===== config.mk =====
export PLATFORM = sky130hd
export DESIGN_NAME = ofea_front
export DESIGN_NICKNAME = d
export VERILOG_FILES = /design/src/sv/ofea_pkg.sv /design/src/sv/ofea_front.sv
export SDC_FILE = /design/constraint.sdc
export NUM_CORES = 1
export LEC_CHECK = 0
export BUFFER_PORTS_ARGS = -buffer_cell sky130_fd_sc_hd__buf_4
export CAP_MARGIN = 20
export CORE_AREA = 2 2 107 98
export CTS_BUF_LIST = sky130_fd_sc_hd__clkbuf_4 sky130_fd_sc_hd__clkbuf_8
export DETAILED_ROUTE_END_ITERATION = 10
export DIE_AREA = 0 0 109 100
export PLACE_DENSITY_LB_ADDON = 0.15
export SLEW_MARGIN = 30
export SYNTH_ARGS = -nofsm -noshare
export SYNTH_HDL_FRONTEND = slang
export SYNTH_SLANG_ARGS = --single-unit

===== constraint.sdc =====
create_clock -name clk_i -period 6.25 [get_ports clk_i]
set_clock_uncertainty 0.2 [all_clocks]
set_input_delay 0.625 -clock clk_i [delete_from_list [all_inputs] [get_ports clk_i]]
set_output_delay 0.625 -clock clk_i [all_outputs]
set_load 0.005 [all_outputs]

===== src/sv/ofea_pkg.sv =====
// shared types, register indexes and constants of the optical flow error accumulator
package ofea_pkg;

  // one pixel request as it arrives
  typedef struct packed {
    logic signed [15:0] flow_u;
    logic signed [15:0] flow_v;
    logic signed [15:0] truth_u;
    logic signed [15:0] truth_v;
    logic               pixel_valid;
    logic               clear_stats;
  } ofea_in_t;

  // one result with the statistics after this pixel
  typedef struct packed {
    logic [15:0] angular_error;
    logic [16:0] endpoint_error;
    logic [31:0] valid_pixels;
    logic [47:0] angular_error_sum;
    logic [49:0] endpoint_error_sum;
    logic [31:0] angular_over_0;
    logic [31:0] angular_over_1;
    logic [31:0] angular_over_2;
    logic [31:0] endpoint_over_0;
    logic [31:0] endpoint_over_1;
    logic [31:0] endpoint_over_2;
  } ofea_out_t;

  // class of a pixel as the front part sees it
  typedef enum logic {
    KIND_MASKED,
    KIND_EVAL
  } ofea_kind_e;

  // queued job handed from front to back
  typedef struct packed {
    ofea_kind_e         kind;
    logic               clear;
    logic signed [15:0] u;
    logic signed [15:0] v;
    logic signed [15:0] gu;
    logic signed [15:0] gv;
  } ofea_job_t;

  // front to back job channel
  typedef struct packed {
    logic      valid;
    ofea_job_t job;
  } ofea_fe_t;

  // configuration register indexes
  localparam logic [7:0] CFG_AE_THR_0 = 8'd0;
  localparam logic [7:0] CFG_AE_THR_1 = 8'd1;
  localparam logic [7:0] CFG_AE_THR_2 = 8'd2;
  localparam logic [7:0] CFG_EE_THR_0 = 8'd3;
  localparam logic [7:0] CFG_EE_THR_1 = 8'd4;
  localparam logic [7:0] CFG_EE_THR_2 = 8'd5;

  // threshold registers and reset values
  localparam int          CFG_THR     = 3;
  localparam logic [15:0] AE_THR_RST0 = 16'd640;
  localparam logic [15:0] AE_THR_RST1 = 16'd1280;
  localparam logic [15:0] AE_THR_RST2 = 16'd2560;
  localparam logic [16:0] EE_THR_RST0 = 17'd128;
  localparam logic [16:0] EE_THR_RST1 = 17'd256;
  localparam logic [16:0] EE_THR_RST2 = 17'd512;

  // limits
  localparam logic [15:0] AE_MAX  = 16'd46080;
  localparam logic [16:0] EE_MAX  = 17'h1FFFF;
  localparam logic [31:0] CNT_MAX = 32'hFFFF_FFFF;
  localparam logic [47:0] AS_MAX  = 48'hFFFF_FFFF_FFFF;
  localparam logic [49:0] ES_MAX  = 50'h3_FFFF_FFFF_FFFF;

  // angle rotation
  localparam int                 CORDIC_STEPS = 22;
  localparam logic signed [31:0] ANGLE_90     = 32'sd5898240;

  // atan(2^-i) in degrees, 16 fraction bits
  function automatic logic [21:0] atan_q16(input logic [4:0] i);
    logic [21:0] r;
    unique case (i)
      5'd0:    r = 22'd2949120;
      5'd1:    r = 22'd1740967;
      5'd2:    r = 22'd919879;
      5'd3:    r = 22'd466945;
      5'd4:    r = 22'd234378;
      5'd5:    r = 22'd117304;
      5'd6:    r = 22'd58666;
      5'd7:    r = 22'd29335;
      5'd8:    r = 22'd14668;
      5'd9:    r = 22'd7334;
      5'd10:   r = 22'd3667;
      5'd11:   r = 22'd1833;
      5'd12:   r = 22'd917;
      5'd13:   r = 22'd458;
      5'd14:   r = 22'd229;
      5'd15:   r = 22'd115;
      5'd16:   r = 22'd57;
      5'd17:   r = 22'd29;
      5'd18:   r = 22'd14;
      5'd19:   r = 22'd7;
      5'd20:   r = 22'd4;
      5'd21:   r = 22'd2;
      default: r = 22'd0;
    endcase
    return r;
  endfunction

endpackage


===== src/sv/ofea_front.sv =====
// front part: accepts pixel requests, classifies them and queues them for the back part
module ofea_front (
  input  logic                clk_i,
  input  logic                rst_ni,
  input  logic                push_i,
  output logic                full_o,
  input  ofea_pkg::ofea_in_t  in_item_i,
  output ofea_pkg::ofea_fe_t  fe_o,
  input  logic                take_i
);

  ofea_pkg::ofea_job_t mem_q [2];
  logic       wr_ptr_q, rd_ptr_q;
  logic [1:0] cnt_q;
  logic       do_push, do_pop;
  ofea_pkg::ofea_job_t job_w;

  // classify the pixel
  always_comb begin
    job_w.kind  = in_item_i.pixel_valid ? ofea_pkg::KIND_EVAL : ofea_pkg::KIND_MASKED;
    job_w.clear = in_item_i.clear_stats;
    job_w.u     = in_item_i.flow_u;
    job_w.v     = in_item_i.flow_v;
    job_w.gu    = in_item_i.truth_u;
    job_w.gv    = in_item_i.truth_v;
  end

  assign full_o    = (cnt_q == 2'd2);
  assign do_push   = push_i && !full_o;
  assign do_pop    = take_i && fe_o.valid;
  assign fe_o.valid = (cnt_q != 2'd0);
  assign fe_o.job   = mem_q[rd_ptr_q];

  // queue pointers and fill
  always_ff @(posedge clk_i or negedge rst_ni) begin
    if (!rst_ni) begin
      wr_ptr_q <= 1'b0;
      rd_ptr_q <= 1'b0;
      cnt_q    <= 2'd0;
    end else begin
      if (do_push) wr_ptr_q <= ~wr_ptr_q;
      if (do_pop)  rd_ptr_q <= ~rd_ptr_q;
      cnt_q <= cnt_q + {1'b0, do_push} - {1'b0, do_pop};
    end
  end

  // queue storage
  always_ff @(posedge clk_i) begin
    if (do_push) mem_q[wr_ptr_q] <= job_w;
  end

endmodule


; Word-level counts from Yosys, hierarchy flattened
; Memories as Yosys holds them, arrays and structs flattened.
; Index checks and enable logic that the tools add are counted.
[classes]
bitwise_logic = 2
n_eq_ne = 1
n_mux = 3
addsub = 2
reduce_logical = 4
[op_table]
columns = cell, n
row1 = 1-bit 2-to-1 mux, 3
row2 = 2-bit by 1-bit adder with 2-bit output, 1
row3 = 2-bit equality test (second input constant), 1
row4 = 1-bit logical AND, 2
row5 = 1-bit inverter, 2
row6 = 2-bit nonzero test, 1
row7 = 2-bit by 1-bit subtractor with 2-bit output, 1
row8 = 1-bit logical NOT, 1
[totals]
word_cells = 16
input_bits = 70
mem_count = 1
regBits = 4
output_inout_bits = 68
mem_bits_rw = 132
[memory_table]
columns = memory, depth, word_bits, rd, rd_clocked_by_memory_dff, wr, line
row1 = mem_q, 2, 66, 1, 0, 1, ofea_front.sv:12  ; ofea_pkg::ofea_job_t mem_q [2];

; Longest topological paths before layout
; Gate-level depths: netlist (run 1).
[logic_depth]
ltp_word = 5
ltp_mapped = 7
mapped_depth_nobuf = 7

; Worst setup path before layout (run 1)
; No wires, ideal clock.
[synth_timing]
path_type = input port to flip-flop
from = input push_i
to = memory mem_q[0][0] in the netlist's numbering (enable)
cell_stages = 2
setup_slack_ps = 2083
n_path_buf = 0
t_required_ps = 5560
setup_time_ps = 490
arrival_ps = 3477
cell_sequence = nand2_1 nor2_1
[synth_between]
elab_chain_len = 3
[synth_rtl]
columns = item, line
row1 = start: declaration, ofea_front.sv:5  ; input logic push_i,
row2 = 1-bit logical AND, ofea_front.sv:29  ; assign do_push = push_i && !full_o;
row3 = 1-bit 2-to-1 mux, ofea_front.sv:49  ; if (do_push) mem_q[wr_ptr_q] <= job_w;
row4 = 1-bit 2-to-1 mux (not written as such), ofea_front.sv:49
row5 = end: declaration, ofea_front.sv:12
; Every way passes these cells.

==> metrics.yaml, run 1 <==
status: "completed"
gp_congestion: 0.659
cp-endpoint: "fe_o[2]"
boundaryPins: 138
syn-num-nets: 295
pwr-share-comb_pct: 31.8
path_buf_inv: 2
netlist.area_leader.share_pct: 78.1
first_global_vias: 2622
ant_nets: 0
slew_headroom_pct: 48.0
crit_family: "flip-flops"
core.rowCount: 35
maxCapViolCount: 0
yosys_warnings: 0
yosys-top-cells-area: "edfxtp_1 78%, mux2_4 8.9%, mux2_2 8.0%"
cts_buffer_depth: 2
htree_levels: 4
critPathLaunchType: "flip-flop"
wire_per_inst_um: 16.4
cts.sinks: 136
ys_top_cells_by_count: "132 x edfxtp_1, 36 x mux2_2, 30 x mux2_4"
switchingPower_mw: 0.789
setup_tns_ns: 0
cts_tree: "yes"
cp-startpoint: "rd_ptr_q"
start_util_pct: 51.1
drv_slew: 0
insertion_delay_ns: 0.42
share_seq_of_total_power_pct: 45.0
syn2layout_area_growth_pct: 31.5
hold_viol: 0
cp_slowest_cell: "dfrtp_4"
fillCellCount: 702
drc: 0
fin_total_pwr_mw: 2.96
p_per_area_mw_per_mm2: 443
p_clk_share_pct: 23.2
final_util_pct: 67.2
finalSetupViolCount: 0
cp_data_arrival_time_ns: 1.84
ir_drop_mv: 0.202
ctsResizeCount: 0
tightest_slew_ns: 0.779
switching_share_pct: 26.7
via_per_inst: 4.90
portBuffers: 137
wl_um: 8530
fp.dieW_um: 109
multiInputGateArea_um2: 957
critPathKind: "reg2out"
r2r_start: "cnt_q[1]"
critPathMaxStageDelay_ns: 0.65
grt_antenna_before_repair: 0
rrSetupSlack_ns: 3.80
rsz0062_at_grt: "false"
clkSlewWorstSetupHoldPaths_ns: 0.08
drive_gt1_share_pct: 61.8
numCtsBuffers: 17
ys_types: 17
regArea_mm2: 0.00407
cp_max_fo: 28
clockRootBuffer: "clkbuf_8"
grt_usage_pct: 16.3
hold_ws_ns: 0.182
synth.most_common_cell: "edfxtp_1"
p_leak_nw: 2.59
synth_top_flop_cell: "edfxtp_1"
synthCells: 223
crit_chain: "buf_12 > mux2_2 > buf_4"
synth_edf_count: 132
fp.dieH_um: 100
async_flop_share_pct: 2.94
path_depth: 3
holdCritPathClass: "in2reg"
grt_first_pass_wirelength_um: 12800
final_nets: 449
rr_worst_depth: 4
yosys_register_bits: 136
vias: 2545
dpl-instance-area_mm2: 0.00628
synthesis.area_mm2: 0.00508
postLayoutCellArea_mm2: 0.00668
worstPathRequired_ns: 5.42
intPower_mw: 2.17
syn_area_per_cell_um2: 22.8
ys_seq_area_share_pct: 80.1
firstDrtPassIters: 4
drtIter0Drc: 79
hpwlAfterDp_um: 5620
fmax_ghz: 0.375
r2r_end: "mem_q[0][2]"
diodes: 0
min_period_ns: 2.66
overflow: 0
period_share_pct: 42.6
grt_max_degree: 45
synth_top_cell_by_area: "edfxtp_1"
coreArea_mm2: 0.00994
crit_path_end_kind: "primary output"
die-area_mm2: 0.0109
worst min path at each step:
stage,from,end,slack [ns],depth (start not counted)
final,in_item_i[60],mem_q[1][58],0.18,1
after global routing,in_item_i[60],mem_q[0][58],0.14,1
after CTS,in_item_i[55],mem_q[1][53],0.16,1
after detailed placement,rst_ni,wr_ptr_q,0.23,1
after global placement,rst_ni,wr_ptr_q,0.22,1
after floorplan,rst_ni,cnt_q[0],0.13,0
layout by cell type (no fill, tap or decap), drive strengths merged:
master and n:
buf 141, ha 2, inv 5, mux2 66
or2 1, nand2b 1, clkbuf 18, nand2 1
and2 1, edfxtp 132, xnor2 3, bufinv 2
clkinvlp 4, clkinv 5, nor2 1, dfrtp 4
xor2 1, and3 1, dlygate4sd3 1
kinds of logic after synthesis:
group                      share of synthesized area [%]
DFF                                                 80.1
muxes                                               16.9
buffers and inverters                               1.26
and+or+nand+nor                                    0.641
xor gates and xnor gates                           0.690
adders and majority gates                          0.493
power by group through the flow:
stage	Combinational (mW)	Sequential [mW]	Clock, mW
after detailed placement	0.959	1.36	0
after global placement	0.858	1.41	0
final	0.942	1.33	0.686
after global routing	1.02	1.35	0.747
after CTS	0.963	1.34	0.705
after floorplan	0.552	1.32	0
sequential cells by signal, indices dropped and copies added, names as in the netlist:
signal    count
wr_ptr_q      1
rd_ptr_q      1
cnt_q         2
mem_q       132
layer usage:
| layer | global-route usage [%] | wire length [um] |
|---|---|---|
| met5 | 0 | 0 |
| met4 | 7.10 | 66 |
| met3 | 5.52 | 624 |
| met2 | 26.4 | 4330 |
| met1 | 20.0 | 3510 |
metrics by stage:
stage / std cells / setup WS [ns]
after floorplan: 223 / 2.08
after global routing: 519 / 3.49
after global placement: 484 / 3.62
final: 519 / 3.59
after CTS: 519 / 3.54
after detailed placement: 486 / 3.59
cell type report:
type	count	share of cell area, %
Clock inverter	14	2.21
Tap cell	129	2.42
Inverter	2	0.112
Clock buffer	18	3.62
Sequential cell	136	60.9
Timing Repair Buffer	142	16.4
Multi-Input combinational cell	78	14.3
what timing repair did:
action / 4_1_cts / 5_1_grt
hold buffers: 1 / 0
endpoints found under the setup margin: 0 / 0
hold endpoints to repair: 4 / 0
buffers inserted: 0 / 0
(Power assumes the default switching activity.)
==> inputs of run 2 (changes only) <==
--- a/config.mk
+++ b/config.mk
@@ -5,12 +5,13 @@
 export SDC_FILE = /design/constraint.sdc
 export NUM_CORES = 1
 export LEC_CHECK = 0
+export ABC_AREA = 1
 export BUFFER_PORTS_ARGS = -buffer_cell sky130_fd_sc_hd__buf_4
 export CAP_MARGIN = 20
-export CORE_AREA = 2 2 107 98
+export CORE_AREA = 2 2 110 102
 export CTS_BUF_LIST = sky130_fd_sc_hd__clkbuf_4 sky130_fd_sc_hd__clkbuf_8
 export DETAILED_ROUTE_END_ITERATION = 10
-export DIE_AREA = 0 0 109 100
+export DIE_AREA = 0 0 112 104
 export PLACE_DENSITY_LB_ADDON = 0.15
 export SLEW_MARGIN = 30
 export SYNTH_ARGS = -nofsm -noshare
==> constraint.sdc (replaced) <==
create_clock -name clk_i -period 2.45 [get_ports clk_i]
set_clock_uncertainty 0.2 [all_clocks]
set_input_delay 0.245 -clock clk_i [delete_from_list [all_inputs] [get_ports clk_i]]
set_output_delay 0.245 -clock clk_i [all_outputs]
set_load 0.005 [all_outputs]
==> run 2 against run 1 <==
Sequential share of layout area fell by 5.8 points. Sequential power is 150% higher. Cell count rose by 43%. Final area up 11%. Non-clock buffer count grew 72. Sequential cell count is the same. Combinational power grew to 2.8 times the previous value.
==> metrics.yaml, run 2 <==
fp.dieW_um: 112  # was 109 um
syn_area_per_cell_um2: 13.4  # was 22.8 um^2
maxCapViolCount: 0  # unchanged
synth_top_flop_cell: "edfxtp_1"  # unchanged
ys_types: 11  # was 17
fp.dieH_um: 104  # was 100 um
cp_max_fo: 67  # was 28
cts_buffer_depth: 2  # unchanged
async_flop_share_pct: 2.94  # unchanged
hpwlAfterDp_um: 6250  # was 5620 um
yosys_register_bits: 136  # unchanged
period_share_pct: 88.8
slew_headroom_pct: 52.1  # was 48.0%
p_per_area_mw_per_mm2: 1080  # was 443 mW/mm^2
syn2layout_area_growth_pct: 46.2  # was 31.5%
holdCritPathClass: "reg2reg"  # was in2reg
p_leak_nw: 3.18  # was 2.59 nW
layout_common_cells: "211 x nand2_1, 141 x buf_4, 132 x edfxtp_1"  # was 139 x buf_4, 132 x edfxtp_1, 36 x mux2_2
diodes: 0  # unchanged
ys_seq_area_share_pct: 80.5  # was 80.1%
cp_data_arrival_time_ns: 1.73  # was 1.84 ns
cp_slowest_cell: "buf_4"  # was dfrtp_4
vias: 3376  # was 2,545
grt_usage_pct: 17.9  # was 16.3%
final_common_cell: "nand2_1"  # was buf_4
clockRootBuffer: "clkbuf_8"  # unchanged
largest_register_ffs: 132  # unchanged
synthCells: 378  # was 223
start_util_pct: 47.9  # was 51.1%
yosys_warnings: 0  # unchanged
gp_congestion: 0.726  # was 0.659
fmax_ghz: 0.460
ir_drop_mv: 0.578  # was 0.202 mV
core.rowCount: 36  # was 35
path_buf_inv: 2  # unchanged
synth.most_common_cell: "nand2_1"  # was edfxtp_1
first_global_vias: 3445  # was 2,622
crit_family: "buffers and inverters"  # was flip-flops
wl_um: 10300  # was 8530 um
top_register: "mem_q"  # unchanged
ctsResizeCount: 0  # unchanged
critPathLaunchType: "flip-flop"  # unchanged
worstPathRequired_ns: 2.01  # was 5.42 ns
hold_viol: 0  # unchanged
cts_tree: "yes"  # unchanged
critPathMaxStageDelay_ns: 0.58  # was 0.65 ns
synth_edf_count: 132  # unchanged
die-area_mm2: 0.0116  # was 0.0109 mm^2
firstDrtPassIters: 4  # unchanged
grt_first_pass_wirelength_um: 16100  # was 12,800 um
insertion_delay_ns: 0.40  # was 0.42 ns
status: "completed"  # unchanged
final_nets: 668  # was 449
ys_top_cells_by_count: "211 x nand2_1, 132 x edfxtp_1, 9 x inv_1"  # was 132 x edfxtp_1, 36 x mux2_2, 30 x mux2_4
syn-num-nets: 450  # was 295
critPathKind: "reg2out"  # unchanged
ant_nets: 0  # unchanged
clkSlewWorstSetupHoldPaths_ns: 0.07  # was 0.08 ns
synth_top_cell_by_area: "edfxtp_1"  # unchanged
drc: 0  # unchanged
tightest_slew_ns: 0.719  # was 0.779 ns
overflow: 0  # unchanged
coreArea_mm2: 0.0105  # was 0.00994 mm^2
crit_chain: "buf_4 > nand2_1 > nand2_1 > buf_4"  # was buf_12 > mux2_2 > buf_4
min_period_ns: 2.18
drtIter0Drc: 145  # was 79
via_per_inst: 4.55  # was 4.90
drv_slew: 0  # unchanged
wire_per_inst_um: 13.9  # was 16.4 um
numCtsBuffers: 17  # unchanged
fin_total_pwr_mw: 7.95  # was 2.96 mW
htree_levels: 4  # unchanged
boundaryPins: 138  # unchanged
netlist.area_leader.share_pct: 78.5  # was 78.1%
setup_tns_ns: 0  # unchanged
crit_path_end_kind: "primary output"  # unchanged
rsz0062_at_grt: "false"  # unchanged
grt_max_degree: 68  # was 45
reg_top3: "mem_q x132, cnt_q x2"  # unchanged
drive_gt1_share_pct: 29.6  # was 61.8%
cts.sinks: 136  # unchanged
yosys-top-cells-area: "edfxtp_1 79%, nand2_1 16%, dfrtp_1 2.0%"  # was edfxtp_1 78%, mux2_4 8.9%, mux2_2 8.0%
portBuffers: 137  # unchanged
finalSetupViolCount: 0  # unchanged
synthesis.area_mm2: 0.00505  # was 0.00508 mm^2
grt_antenna_before_repair: 0  # unchanged
## run 2: changes by cell type in the layout (fill, tap and decap cells not counted), sizes merged, moves of 3 or more
cell and delta:
buf +3, mux2 -66, xnor2 -3, dlygate4sd3 +69, nand3 +3, inv +7
nand2 +210
## run 2: cell families after synthesis
logic type                 synth area share [%]
adders and majority gates                 0.496
and+or+nand+nor                            16.1
DFF                                        80.5
buffers and inverters                      2.95
## run 2: timing repair
item / 4_1_cts / 5_1_grt
setup buffers: 0 / 0
hold buffers: 70 / 0
endpoints found under the hold margin: 138 / 0
## run 2: metrics by stage
step                      setup slack [ns]  utilization (%)  instance area, um^2  hold slack (ns)  instances
after global placement               0.669             59.2                 6230           -0.155        640
after detailed placement             0.627             59.2                 6230           -0.154        640
after global routing                 0.124             70.0                 7380            0.302        742
after CTS                            0.214             70.0                 7380            0.296        742
after floorplan                      0.271                -                 5060           -0.251        378
final                                0.275             70.0                 7380            0.290        742
## run 2: routing by layer
| metal | share of wire [%] | global-route usage (%) | wire length (um) |
|---|---|---|---|
| met2 | 49 | 29.0 | 5080 |
| met3 | 5.3 | 4.55 | 551 |
| met1 | 45 | 23.4 | 4610 |
| met4 | 0.98 | 6.79 | 101 |
| met5 | 0 | 0 | 0 |
## run 2: worst register-to-register path: stages, from the launching register on
cell	delay, ns
dfrtp_1	0.39
inv_1	0.07
nand2_1	0.07
nand3_1	0.14
clkinvlp_4	0.37
buf_12	0.31
## run 2: layout make-up
type,count,area [um^2]
timing repair buffer,214,1820
multi-input combinational,217,843
tap,133,166
inverter,10,41.3
clock buffer,19,249
clock inverter,13,195
sequential,136,4070
fill,766,3160
## run 2: path summary, 6_finish.rpt
path / from / to / slack (ns) / cells past startpoint
worst max-delay path: rd_ptr_q / fe_o[42] / 0.27 / 4
worst min-delay path: wr_ptr_q / wr_ptr_q / 0.29 / 2
worst max register to register: cnt_q[0] / mem_q[0][42] / 0.63 / 5
worst min register to register: wr_ptr_q / wr_ptr_q / 0.29 / 2
max in group asynchronous: rst_ni / rd_ptr_q / 1.32 / 3
min in group asynchronous: rst_ni / wr_ptr_q / 0.55 / 3
## run 2: report_power, final
| group | total [mW] | internal (mW) | switching, mW |
|---|---|---|---|
| clock | 2.00 | 1.15 | 0.849 |
| combinational | 2.66 | 1.21 | 1.45 |
| sequential | 3.29 | 3.17 | 0.123 |
